===== src/rtl/tll_pkg.sv =====
package tll_pkg;

    // Index datapath width (low bits of each incoming index are kept)
    localparam int INDEX_WIDTH = 32;
    // Width of the index fields on the channels
    localparam int LINE_W      = 32;
    // Indices held by one job
    localparam int JOB_SLOTS   = 6;
    // Buffered indices of one quad group before its sixth arrives
    localparam int GROUP_DEPTH = 5;

    typedef logic [INDEX_WIDTH-1:0] idx_t;
    typedef logic [2:0]             fill_t;
    typedef logic [3:0]             step_t;
    typedef logic [2:0]             slot_t;

    // What the back end emits for one job
    typedef enum logic [1:0] {
        JOB_TRI     = 2'd0,   // p0,p1,p1,p2,p2,p0
        JOB_QUAD    = 2'd1,   // a,b,b,c,c,e,e,a
        JOB_TWO_TRI = 2'd2    // two triangles from six indices
    } job_kind_t;

    typedef struct packed {
        job_kind_t                 kind;
        logic [JOB_SLOTS-1:0][INDEX_WIDTH-1:0] idx;
    } job_t;

    localparam slot_t TRI_SLOTS [16] = '{
        3'd0, 3'd1, 3'd1, 3'd2, 3'd2, 3'd0, 3'd0, 3'd0,
        3'd0, 3'd0, 3'd0, 3'd0, 3'd0, 3'd0, 3'd0, 3'd0
    };
    localparam slot_t QUAD_SLOTS [16] = '{
        3'd0, 3'd1, 3'd1, 3'd2, 3'd2, 3'd4, 3'd4, 3'd0,
        3'd0, 3'd0, 3'd0, 3'd0, 3'd0, 3'd0, 3'd0, 3'd0
    };
    localparam slot_t TWO_TRI_SLOTS [16] = '{
        3'd0, 3'd1, 3'd1, 3'd2, 3'd2, 3'd0, 3'd3, 3'd4,
        3'd4, 3'd5, 3'd5, 3'd3, 3'd0, 3'd0, 3'd0, 3'd0
    };

    // Which job slot feeds output number step
    function automatic slot_t slot_sel(job_kind_t kind, step_t step);
        slot_t s;
        s = '0;
        unique case (kind)
            JOB_TRI:     s = TRI_SLOTS[step];
            JOB_QUAD:    s = QUAD_SLOTS[step];
            JOB_TWO_TRI: s = TWO_TRI_SLOTS[step];
            default:     s = '0;
        endcase
        return s;
    endfunction

    // Step number of the final output of a job
    function automatic step_t last_step(job_kind_t kind);
        step_t l;
        l = '0;
        unique case (kind)
            JOB_TRI:     l = 4'd5;
            JOB_QUAD:    l = 4'd7;
            JOB_TWO_TRI: l = 4'd11;
            default:     l = '0;
        endcase
        return l;
    endfunction

endpackage


===== src/rtl/tll_if.sv =====
// Triangle-list index channel
interface tll_in_if;
    import tll_pkg::*;
    logic                 valid;
    logic                 ready;
    logic [LINE_W-1:0]    index_value;
    logic                 end_of_list;

    modport source (output valid, output index_value, output end_of_list, input ready);
    modport sink   (input valid, input index_value, input end_of_list, output ready);
endinterface

// Line-list index channel
interface tll_out_if;
    import tll_pkg::*;
    logic                 valid;
    logic                 ready;
    logic [LINE_W-1:0]    line_index;
    logic                 run_last;

    modport source (output valid, output line_index, output run_last, input ready);
    modport sink   (input valid, input line_index, input run_last, output ready);
endinterface


===== src/rtl/tll_front.sv =====
// Accepts indices, groups them and decides quad or triangle jobs
module tll_front (
    input  logic           clk,
    input  logic           rst_n,
    tll_in_if.sink         tri_in,
    input  logic           queue_full,
    output logic           push,
    output tll_pkg::job_t  push_job
);
    import tll_pkg::*;

    idx_t  buf_reg [GROUP_DEPTH];
    fill_t fill_reg, fill_next;
    logic  tri_mode_reg, tri_mode_next;
    logic  first_reg, first_next;

    logic  fire;
    idx_t  v;
    logic  last;
    logic  quad_ok;
    logic  buf_we;
    fill_t buf_wa;

    assign tri_in.ready = !queue_full;
    assign fire = tri_in.valid && tri_in.ready;
    assign v    = tri_in.index_value[INDEX_WIDTH-1:0];
    assign last = tri_in.end_of_list;

    // grid quad test; wraps at INDEX_WIDTH bits
    assign quad_ok = (buf_reg[1] == idx_t'(buf_reg[0] + 1'b1)) &&
                     (buf_reg[3] == buf_reg[2]) &&
                     (buf_reg[4] == idx_t'(buf_reg[3] - 1'b1)) &&
                     (v == buf_reg[0]) && !(last && first_reg);

    // classification and job build
    always_comb
    begin
        fill_next     = fill_reg;
        tri_mode_next = tri_mode_reg;
        first_next    = first_reg;
        push          = 1'b0;
        buf_we        = 1'b0;
        buf_wa        = fill_reg;
        push_job.kind = JOB_TRI;
        push_job.idx  = {buf_reg[0], v, buf_reg[4], buf_reg[3], buf_reg[1], buf_reg[0]};
        if (fire)
        begin
            priority if (tri_mode_reg)
            begin
                if (fill_reg == 3'd2)
                begin
                    push          = 1'b1;
                    push_job.kind = JOB_TRI;
                    push_job.idx  = {buf_reg[0], buf_reg[0], buf_reg[0],
                                     v, buf_reg[1], buf_reg[0]};
                    fill_next     = '0;
                end
                else
                begin
                    buf_we    = 1'b1;
                    buf_wa    = {2'b00, fill_reg[0]};
                    fill_next = fill_reg + 3'd1;
                end
            end
            else if (fill_reg >= 3'(GROUP_DEPTH))
            begin
                push          = 1'b1;
                push_job.kind = quad_ok ? JOB_QUAD : JOB_TWO_TRI;
                push_job.idx  = {v, buf_reg[4], buf_reg[3],
                                 buf_reg[2], buf_reg[1], buf_reg[0]};
                if (!quad_ok)
                    tri_mode_next = 1'b1;
                first_next    = 1'b0;
                fill_next     = '0;
            end
            else
            begin
                buf_we    = 1'b1;
                fill_next = fill_reg + 3'd1;
                // partial group at end of list gives its first triangle
                if (last && fill_reg >= 3'd2)
                begin
                    push          = 1'b1;
                    push_job.kind = JOB_TRI;
                    push_job.idx  = {buf_reg[0], buf_reg[0], buf_reg[0],
                                     (fill_reg == 3'd2) ? v : buf_reg[2],
                                     buf_reg[1], buf_reg[0]};
                end
            end
            if (last)
            begin
                fill_next     = '0;
                tri_mode_next = 1'b0;
                first_next    = 1'b1;
            end
        end
    end

    // group buffer
    always_ff @(posedge clk)
    begin
        if (buf_we)
        begin
            unique case (buf_wa)
                3'd0:    buf_reg[0] <= v;
                3'd1:    buf_reg[1] <= v;
                3'd2:    buf_reg[2] <= v;
                3'd3:    buf_reg[3] <= v;
                3'd4:    buf_reg[4] <= v;
                default: ;
            endcase
        end
    end

    // control state
    always_ff @(posedge clk or negedge rst_n)
    begin
        if (!rst_n)
        begin
            fill_reg     <= '0;
            tri_mode_reg <= 1'b0;
            first_reg    <= 1'b1;
        end
        else
        begin
            fill_reg     <= fill_next;
            tri_mode_reg <= tri_mode_next;
            first_reg    <= first_next;
        end
    end

endmodule


===== src/rtl/tll_queue.sv =====
// Two-entry job queue between front and back
module tll_queue (
    input  logic           clk,
    input  logic           rst_n,
    input  logic           push,
    input  tll_pkg::job_t  push_job,
    output logic           full,
    input  logic           pop,
    output logic           empty,
    output tll_pkg::job_t  head
);
    import tll_pkg::*;

    job_t       ent_reg [2];
    logic       wr_ptr_reg, wr_ptr_next;
    logic       rd_ptr_reg, rd_ptr_next;
    logic [1:0] count_reg, count_next;

    assign full  = (count_reg == 2'd2);
    assign empty = (count_reg == 2'd0);
    assign head  = ent_reg[rd_ptr_reg];

    // pointers and occupancy
    always_comb
    begin
        wr_ptr_next = wr_ptr_reg ^ push;
        rd_ptr_next = rd_ptr_reg ^ pop;
        count_next  = count_reg + {1'b0, push} - {1'b0, pop};
    end

    always_ff @(posedge clk)
    begin
        if (push)
            ent_reg[wr_ptr_reg] <= push_job;
    end

    always_ff @(posedge clk or negedge rst_n)
    begin
        if (!rst_n)
        begin
            wr_ptr_reg <= 1'b0;
            rd_ptr_reg <= 1'b0;
            count_reg  <= '0;
        end
        else
        begin
            wr_ptr_reg <= wr_ptr_next;
            rd_ptr_reg <= rd_ptr_next;
            count_reg  <= count_next;
        end
    end

endmodule


===== src/rtl/tll_back.sv =====
// Walks the queued job, one line index per cycle into the output register while the output is not stalled
module tll_back (
    input  logic           clk,
    input  logic           rst_n,
    input  logic           empty,
    input  tll_pkg::job_t  head,
    output logic           pop,
    tll_out_if.source      line_out
);
    import tll_pkg::*;

    step_t            step_reg, step_next;
    logic             ov_reg, ov_next;
    logic [LINE_W-1:0] idx_reg, idx_next;
    logic             last_reg, last_next;
    logic             load;
    logic             at_end;

    assign load   = !empty && (!ov_reg || line_out.ready);
    assign at_end = (step_reg == last_step(head.kind));
    assign pop    = load && at_end;

    assign line_out.valid      = ov_reg;
    assign line_out.line_index = idx_reg;
    assign line_out.run_last   = last_reg;

    // next output and step
    always_comb
    begin
        step_next = step_reg;
        idx_next  = idx_reg;
        last_next = last_reg;
        ov_next   = ov_reg && !line_out.ready;
        if (load)
        begin
            ov_next   = 1'b1;
            idx_next  = LINE_W'(head.idx[slot_sel(head.kind, step_reg)]);
            last_next = at_end;
            step_next = at_end ? '0 : step_reg + 4'd1;
        end
    end

    always_ff @(posedge clk)
    begin
        idx_reg  <= idx_next;
        last_reg <= last_next;
    end

    always_ff @(posedge clk or negedge rst_n)
    begin
        if (!rst_n)
        begin
            step_reg <= '0;
            ov_reg   <= 1'b0;
        end
        else
        begin
            step_reg <= step_next;
            ov_reg   <= ov_next;
        end
    end

endmodule


===== src/rtl/triangle_list_to_line_list.sv =====
// Channel    Dir  Payload                       Accepted when
// tri_in     in   index_value[31:0], end_of_list  valid && ready
// line_out   out  line_index[31:0], run_last      valid && ready
//
// The front takes one index per cycle while the two-entry job queue has room;
// indices that complete nothing only update the group state.
// The back emits one line index per cycle from the queue head while the output is
// not stalled: 6, 8 or 12 per job, so a triangle stream gives two per input index.
// Reset (rst_n low, async) returns to quad mode with an empty group and queue.
// A stalled output holds its register; the queue then fills and stalls input.
module triangle_list_to_line_list (
    input  logic       clk,
    input  logic       rst_n,
    tll_in_if.sink     tri_in,
    tll_out_if.source  line_out
);
    import tll_pkg::*;

    logic push;
    job_t push_job;
    logic full;
    logic pop;
    logic empty;
    job_t head;

    tll_front u_front (
        .clk        (clk),
        .rst_n      (rst_n),
        .tri_in     (tri_in),
        .queue_full (full),
        .push       (push),
        .push_job   (push_job)
    );

    tll_queue u_queue (
        .clk      (clk),
        .rst_n    (rst_n),
        .push     (push),
        .push_job (push_job),
        .full     (full),
        .pop      (pop),
        .empty    (empty),
        .head     (head)
    );

    tll_back u_back (
        .clk      (clk),
        .rst_n    (rst_n),
        .empty    (empty),
        .head     (head),
        .pop      (pop),
        .line_out (line_out)
    );

endmodule


===== src/flat_wrapper.sv =====
// flat-port wrapper written by rule: the top's interface ports become plain ports
module triangle_list_to_line_list_flat import tll_pkg::*;
  (clk, rst_n, tri_in_valid, tri_in_index_value, tri_in_end_of_list, tri_in_ready, line_out_valid, line_out_line_index, line_out_run_last, line_out_ready);
  tll_in_if tri_in_i ();
  tll_out_if line_out_i ();
  input  logic clk;
  input  logic rst_n;
  input wire logic [$bits(tri_in_i.valid)-1:0] tri_in_valid;
  input wire logic [$bits(tri_in_i.index_value)-1:0] tri_in_index_value;
  input wire logic [$bits(tri_in_i.end_of_list)-1:0] tri_in_end_of_list;
  output wire logic [$bits(tri_in_i.ready)-1:0] tri_in_ready;
  output wire logic [$bits(line_out_i.valid)-1:0] line_out_valid;
  output wire logic [$bits(line_out_i.line_index)-1:0] line_out_line_index;
  output wire logic [$bits(line_out_i.run_last)-1:0] line_out_run_last;
  input wire logic [$bits(line_out_i.ready)-1:0] line_out_ready;
  assign tri_in_i.valid = tri_in_valid;
  assign tri_in_i.index_value = tri_in_index_value;
  assign tri_in_i.end_of_list = tri_in_end_of_list;
  assign tri_in_ready = tri_in_i.ready;
  assign line_out_valid = line_out_i.valid;
  assign line_out_line_index = line_out_i.line_index;
  assign line_out_run_last = line_out_i.run_last;
  assign line_out_i.ready = line_out_ready;
  triangle_list_to_line_list u_core (.clk(clk), .rst_n(rst_n), .tri_in(tri_in_i), .line_out(line_out_i));
endmodule

===== config.mk =====
export PLATFORM = sky130hd
export DESIGN_NAME = triangle_list_to_line_list_flat
export DESIGN_NICKNAME = d
export VERILOG_FILES = /design/src/rtl/tll_pkg.sv /design/src/rtl/tll_if.sv /design/src/rtl/tll_front.sv /design/src/rtl/tll_queue.sv /design/src/rtl/tll_back.sv /design/src/rtl/triangle_list_to_line_list.sv /design/src/flat_wrapper.sv
export SDC_FILE = /design/constraint.sdc
export NUM_CORES = 1
export LEC_CHECK = 0
export BUFFER_PORTS_ARGS = -buffer_cell sky130_fd_sc_hd__clkbuf_2
export CORE_MARGIN = 2
export CORE_UTILIZATION = 35
export DETAILED_ROUTE_END_ITERATION = 16
export MAX_ROUTING_LAYER = met4
export PLACE_DENSITY_LB_ADDON = 0.2
export SLEW_MARGIN = 40
export SYNTH_ARGS = -nofsm -noshare
export SYNTH_HDL_FRONTEND = slang
export SYNTH_SLANG_ARGS = --single-unit

===== constraint.sdc =====
create_clock -name clk -period 8.2 [get_ports clk]
set_clock_uncertainty 0.2 [all_clocks]
set_input_delay 0 -clock clk [delete_from_list [all_inputs] [get_ports clk]]
set_output_delay 0 -clock clk [all_outputs]
set_load 0.02 [all_outputs]

==> summary.md <==
| Metric | Value |
|---|---|
| Post-synthesis mux area share | `9.43%` |
| Synthesized Nets | `1948` |
| H-tree Lvls | `3` |
| Warnings, synthesis | `0` |
| Core Footprint | `0.0776 mm²` |
| DRT Wirelength | `80300 µm` |
| Worst reg2reg path startpoint | `u_core.u_front.fill_reg[1]$_DFFE_PN0P_` |
| Hpwl dp | `53800 µm` |
| Critical path origin | `u_core.u_front.fill_reg[1]$_DFFE_PN0P_` |
| Final Cycle Share | `58.9%` |
| Post-Synthesis Cell Area | `0.0275 mm²` |
| Simple-gate share of the synthesized area | `8.03%` |
| Die area | `0.0808 mm²` |
| Setup TNS | `0 ns` |
| PwrDens | `338 mW/mm²` |
| DR DRC count | `0` |
| Yosys cell types | `69` |
| Via count | `17.4k` |
| Post-layout minimum cycle time | `4.83 ns` |
| Initial Util | `35.4%` |
| I/O Buffers | `71` |
| Via density | `5.68` |
| Max Slew Vio Count | `0` |
| Global route overflow | `0` |
| Max-slew headroom | `44.6%` |
| Gpl congestion | `0.977` |
| Post-synth EDFFs | `581` |
| Wire length per cell | `26.3 µm` |
| Syn_area_per_cell | `14.5 µm²` |
| WP data required | `8.24 ns` |
| Number of max-cap violations | `0` |
| IO Count | `72` |
| Compound-cell area share of the yosys netlist | `9.89%` |
| Number of global-route vias before repair | `17.2k` |
| Post-synthesis adder-cell area fraction | `0.864%` |
| Yosys reg bits | `595` |
| CP max stage delay | `0.70 ns` |
| Worst hold-check path type | `primary input to register` |
| Num CTS Buffers | `66` |
| Clock-pin slew on the worst setup and hold paths | `0.06 ns` |
| CTS Sinks | `595` |
| CP Max Fanout | `65` |
| Initial detailed-routing violation count | `1799` |
| Crit-path slowest cell | `or2_2` |
| Num rows | `102` |
| Startpoint Class | `register` |
| Ys async rst share | `2.35%` |
| Main synth FF type | `edfxtp_1` |
| Post-synthesis to final-layout area growth | `15.0%` |
| Resized cells post-CTS | `0` |
| Root buf cell | `clkbuf_16` |
| WS Path Type | `register to register` |
| FMAX | `207 MHz` |
| Worst skew pair latency | `0.62 ns` |
| Global-route wire length before repair | `119000 µm` |
| Seq/Total Area, Yosys | `64.7%` |
| Hold Startpoint | `line_out_ready` |
| # nets final | `2018` |
| 1st-pass router iterations | `5` |
| Hold Fails Final Rpt | `0` |
| Setup violators final | `0` |
| Synth top area share | `63.4%` |
| Tot GR Track Use | `20.2%` |
| Cell accounting for the most synthesized area | `edfxtp_1` |
| Clock Path Buffers | `3` |
| P_leak | `0.0101 µW` |
| Critical Path End Type | `register` |
| Max reg flops | `388` |
| WP data arrival | `4.87 ns` |
| Main combinational cell family by area after synthesis | `compound AO/OA/AOI/OAI gates` |
| Die Wd | `284 µm` |
| Share of layout cells above drive strength 1 | `18.3%` |
| Crit-path cells | `inv_1, ha_1, nand2b_1, o22ai_1, a221o_2, buf_4, or2_2, inv_1, ha_4, buf_6` |
| Largest cells by area after synthesis | `edfxtp_1, mux4_2, a22oi_1, xor2_1, a21oi_1` |
| RSZ-0062 raised after global routing | `false` |
| Synth Area in XOR/XNOR | `4.81%` |
| Cell count after synthesis | `1892` |
| Status | `finished clean` |
| CTS tree | `built` |
| Worst IR drop on VDD | `205 µV` |
| Die extent in y | `284 µm` |
| Initial antenna violation count | `1` |
| Antenna-violating nets left | `0` |
| Final Total Pwr | `10700 µW` |
| Most frequent CP cell | `inv_1` |
| Largest net degree at the start of global routing | `101` |
| Worst-margin pin slew | `0.824 ns` |
## worst max-delay path, delay by kind of cell, from the launching register on
| family | cells | cell delay (ns) |
|---|---|---|
| adders and majority gates | 2 | 0.82 |
| DFF | 1 | 0.47 |
| buffers and inverters | 4 | 1.49 |
| AOI/OAI and AO/OA | 2 | 0.45 |
| and+or+nand+nor | 2 | 0.87 |
## path summary, 6_finish.rpt
| kind | endpoint | slack [ns] | cells past startpoint |
|---|---|---|---|
| worst max-delay path | u_core.u_queue.ent_reg[0][143]$_DFFE_PP_ | 3.37 | 10 |
| worst min-delay path | u_core.u_back.line_out.valid$_DFF_PN0_ | 0.02 | 4 |
| worst max register to register | u_core.u_queue.ent_reg[0][143]$_DFFE_PP_ | 3.37 | 10 |
| worst min register to register | u_core.u_queue.ent_reg[1][52]$_DFFE_PP_ | 0.28 | 0 |
| max in group asynchronous | u_core.u_front.first_reg$_DFFE_PN1P_ | 7.19 | 4 |
| min in group asynchronous | u_core.u_queue.count_reg[0]$_DFF_PN0_ | 0.29 | 4 |
## cell usage after synthesis, types with 10 or more instances
master	number
nor2_1	108
buf_1	11
edfxtp_1	581
nand2_1	68
a21oi_1	109
ha_1	19
inv_1	23
o21ai_0	84
mux4_2	96
xnor2_1	59
dfrtp_1	13
nor3_1	20
xor2_1	92
nand4_1	33
mux2_2	33
nor4_1	49
o22ai_1	10
nand3_1	29
clkbuf_1	124
a22oi_1	163
or4_1	16
## timing repair
action / in CTS / in global routing
endpoints found under the hold margin: 371 / 13
setup buffers: 0 / 0
hold buffers: 36 / 1
## metrics by stage
stage | setup slack [ns] | instance area (µm²) | std cells | hold WS [ns] | utilization [%]
5_1_grt | 3.11 | 31600 | 3055 | 0.0754 | 40.8
2_1_floorplan | 1.02 | 27500 | 1892 | -0.496 | -
3_5_place_dp | 3.40 | 29100 | 2896 | -0.234 | 37.5
6_report | 3.37 | 31600 | 3055 | 0.0218 | 40.8
3_3_place_gp | 3.31 | 29000 | 2895 | -0.253 | 37.4
4_1_cts | 3.39 | 31600 | 3052 | 0.0102 | 40.7
## layer usage
layer / global-route usage (%) / vias to the layer above / routed length, µm
li1: - / 7686 / -
met1: 27.9 / 9056 / 36600
met2: 32.4 / 535 / 39000
met3: 2.50 / 77 / 3600
met4: 4.05 / 0 / 1100
met5: - / - / 0
## power breakdown
part	switching, µW	internal (µW)	total, µW
Combinational	2100	1230	3330
Clock	1230	1730	2960
Sequential	377	4030	4410
Total	3710	6990	10700
## layout by cell type (no fill, tap or decap), types with 16 or more instances in the layout
cell | Yosys | layout
inv_1 | 23 | 22
nor3_1 | 20 | 16
edfxtp_1 | 581 | 581
nand3_1 | 29 | 29
nand2_1 | 68 | 67
nor4_1 | 49 | 46
clkbuf_16 | 0 | 66
ha_1 | 19 | 16
nor2_1 | 108 | 102
xor2_1 | 92 | 92
o21ai_0 | 84 | 83
or4_1 | 16 | 16
buf_4 | 0 | 26
dlygate4sd3_1 | 0 | 36
clkbuf_2 | 0 | 71
xnor2_1 | 59 | 59
mux4_2 | 96 | 96
nand4_1 | 33 | 33
a22oi_1 | 163 | 163
clkbuf_1 | 124 | 19
a21oi_1 | 109 | 107
mux2_2 | 33 | 33
## cells by family (layout without fill, tap and decap cells)
logic type	after synthesis	in the layout
fa+ha+maj	19	19
mux	135	135
other cells	0	1
flops	595	595
xor+xnor	151	151
compound gates	423	423
buf+inv	163	285
simple gates	406	406
## area by class of cell
class,instances,area [µm²]
Tap cell,1040,1300
Sequential cell,595,17800
Multi-Input combinational cell,1134,9240
Inverter,23,86.3
Antenna cell,1,2.50
Fill cell,7207,46000
Clock buffer,85,1720
Clock inverter,35,443
Timing Repair Buffer,142,1040
(Power assumes the default switching activity.)
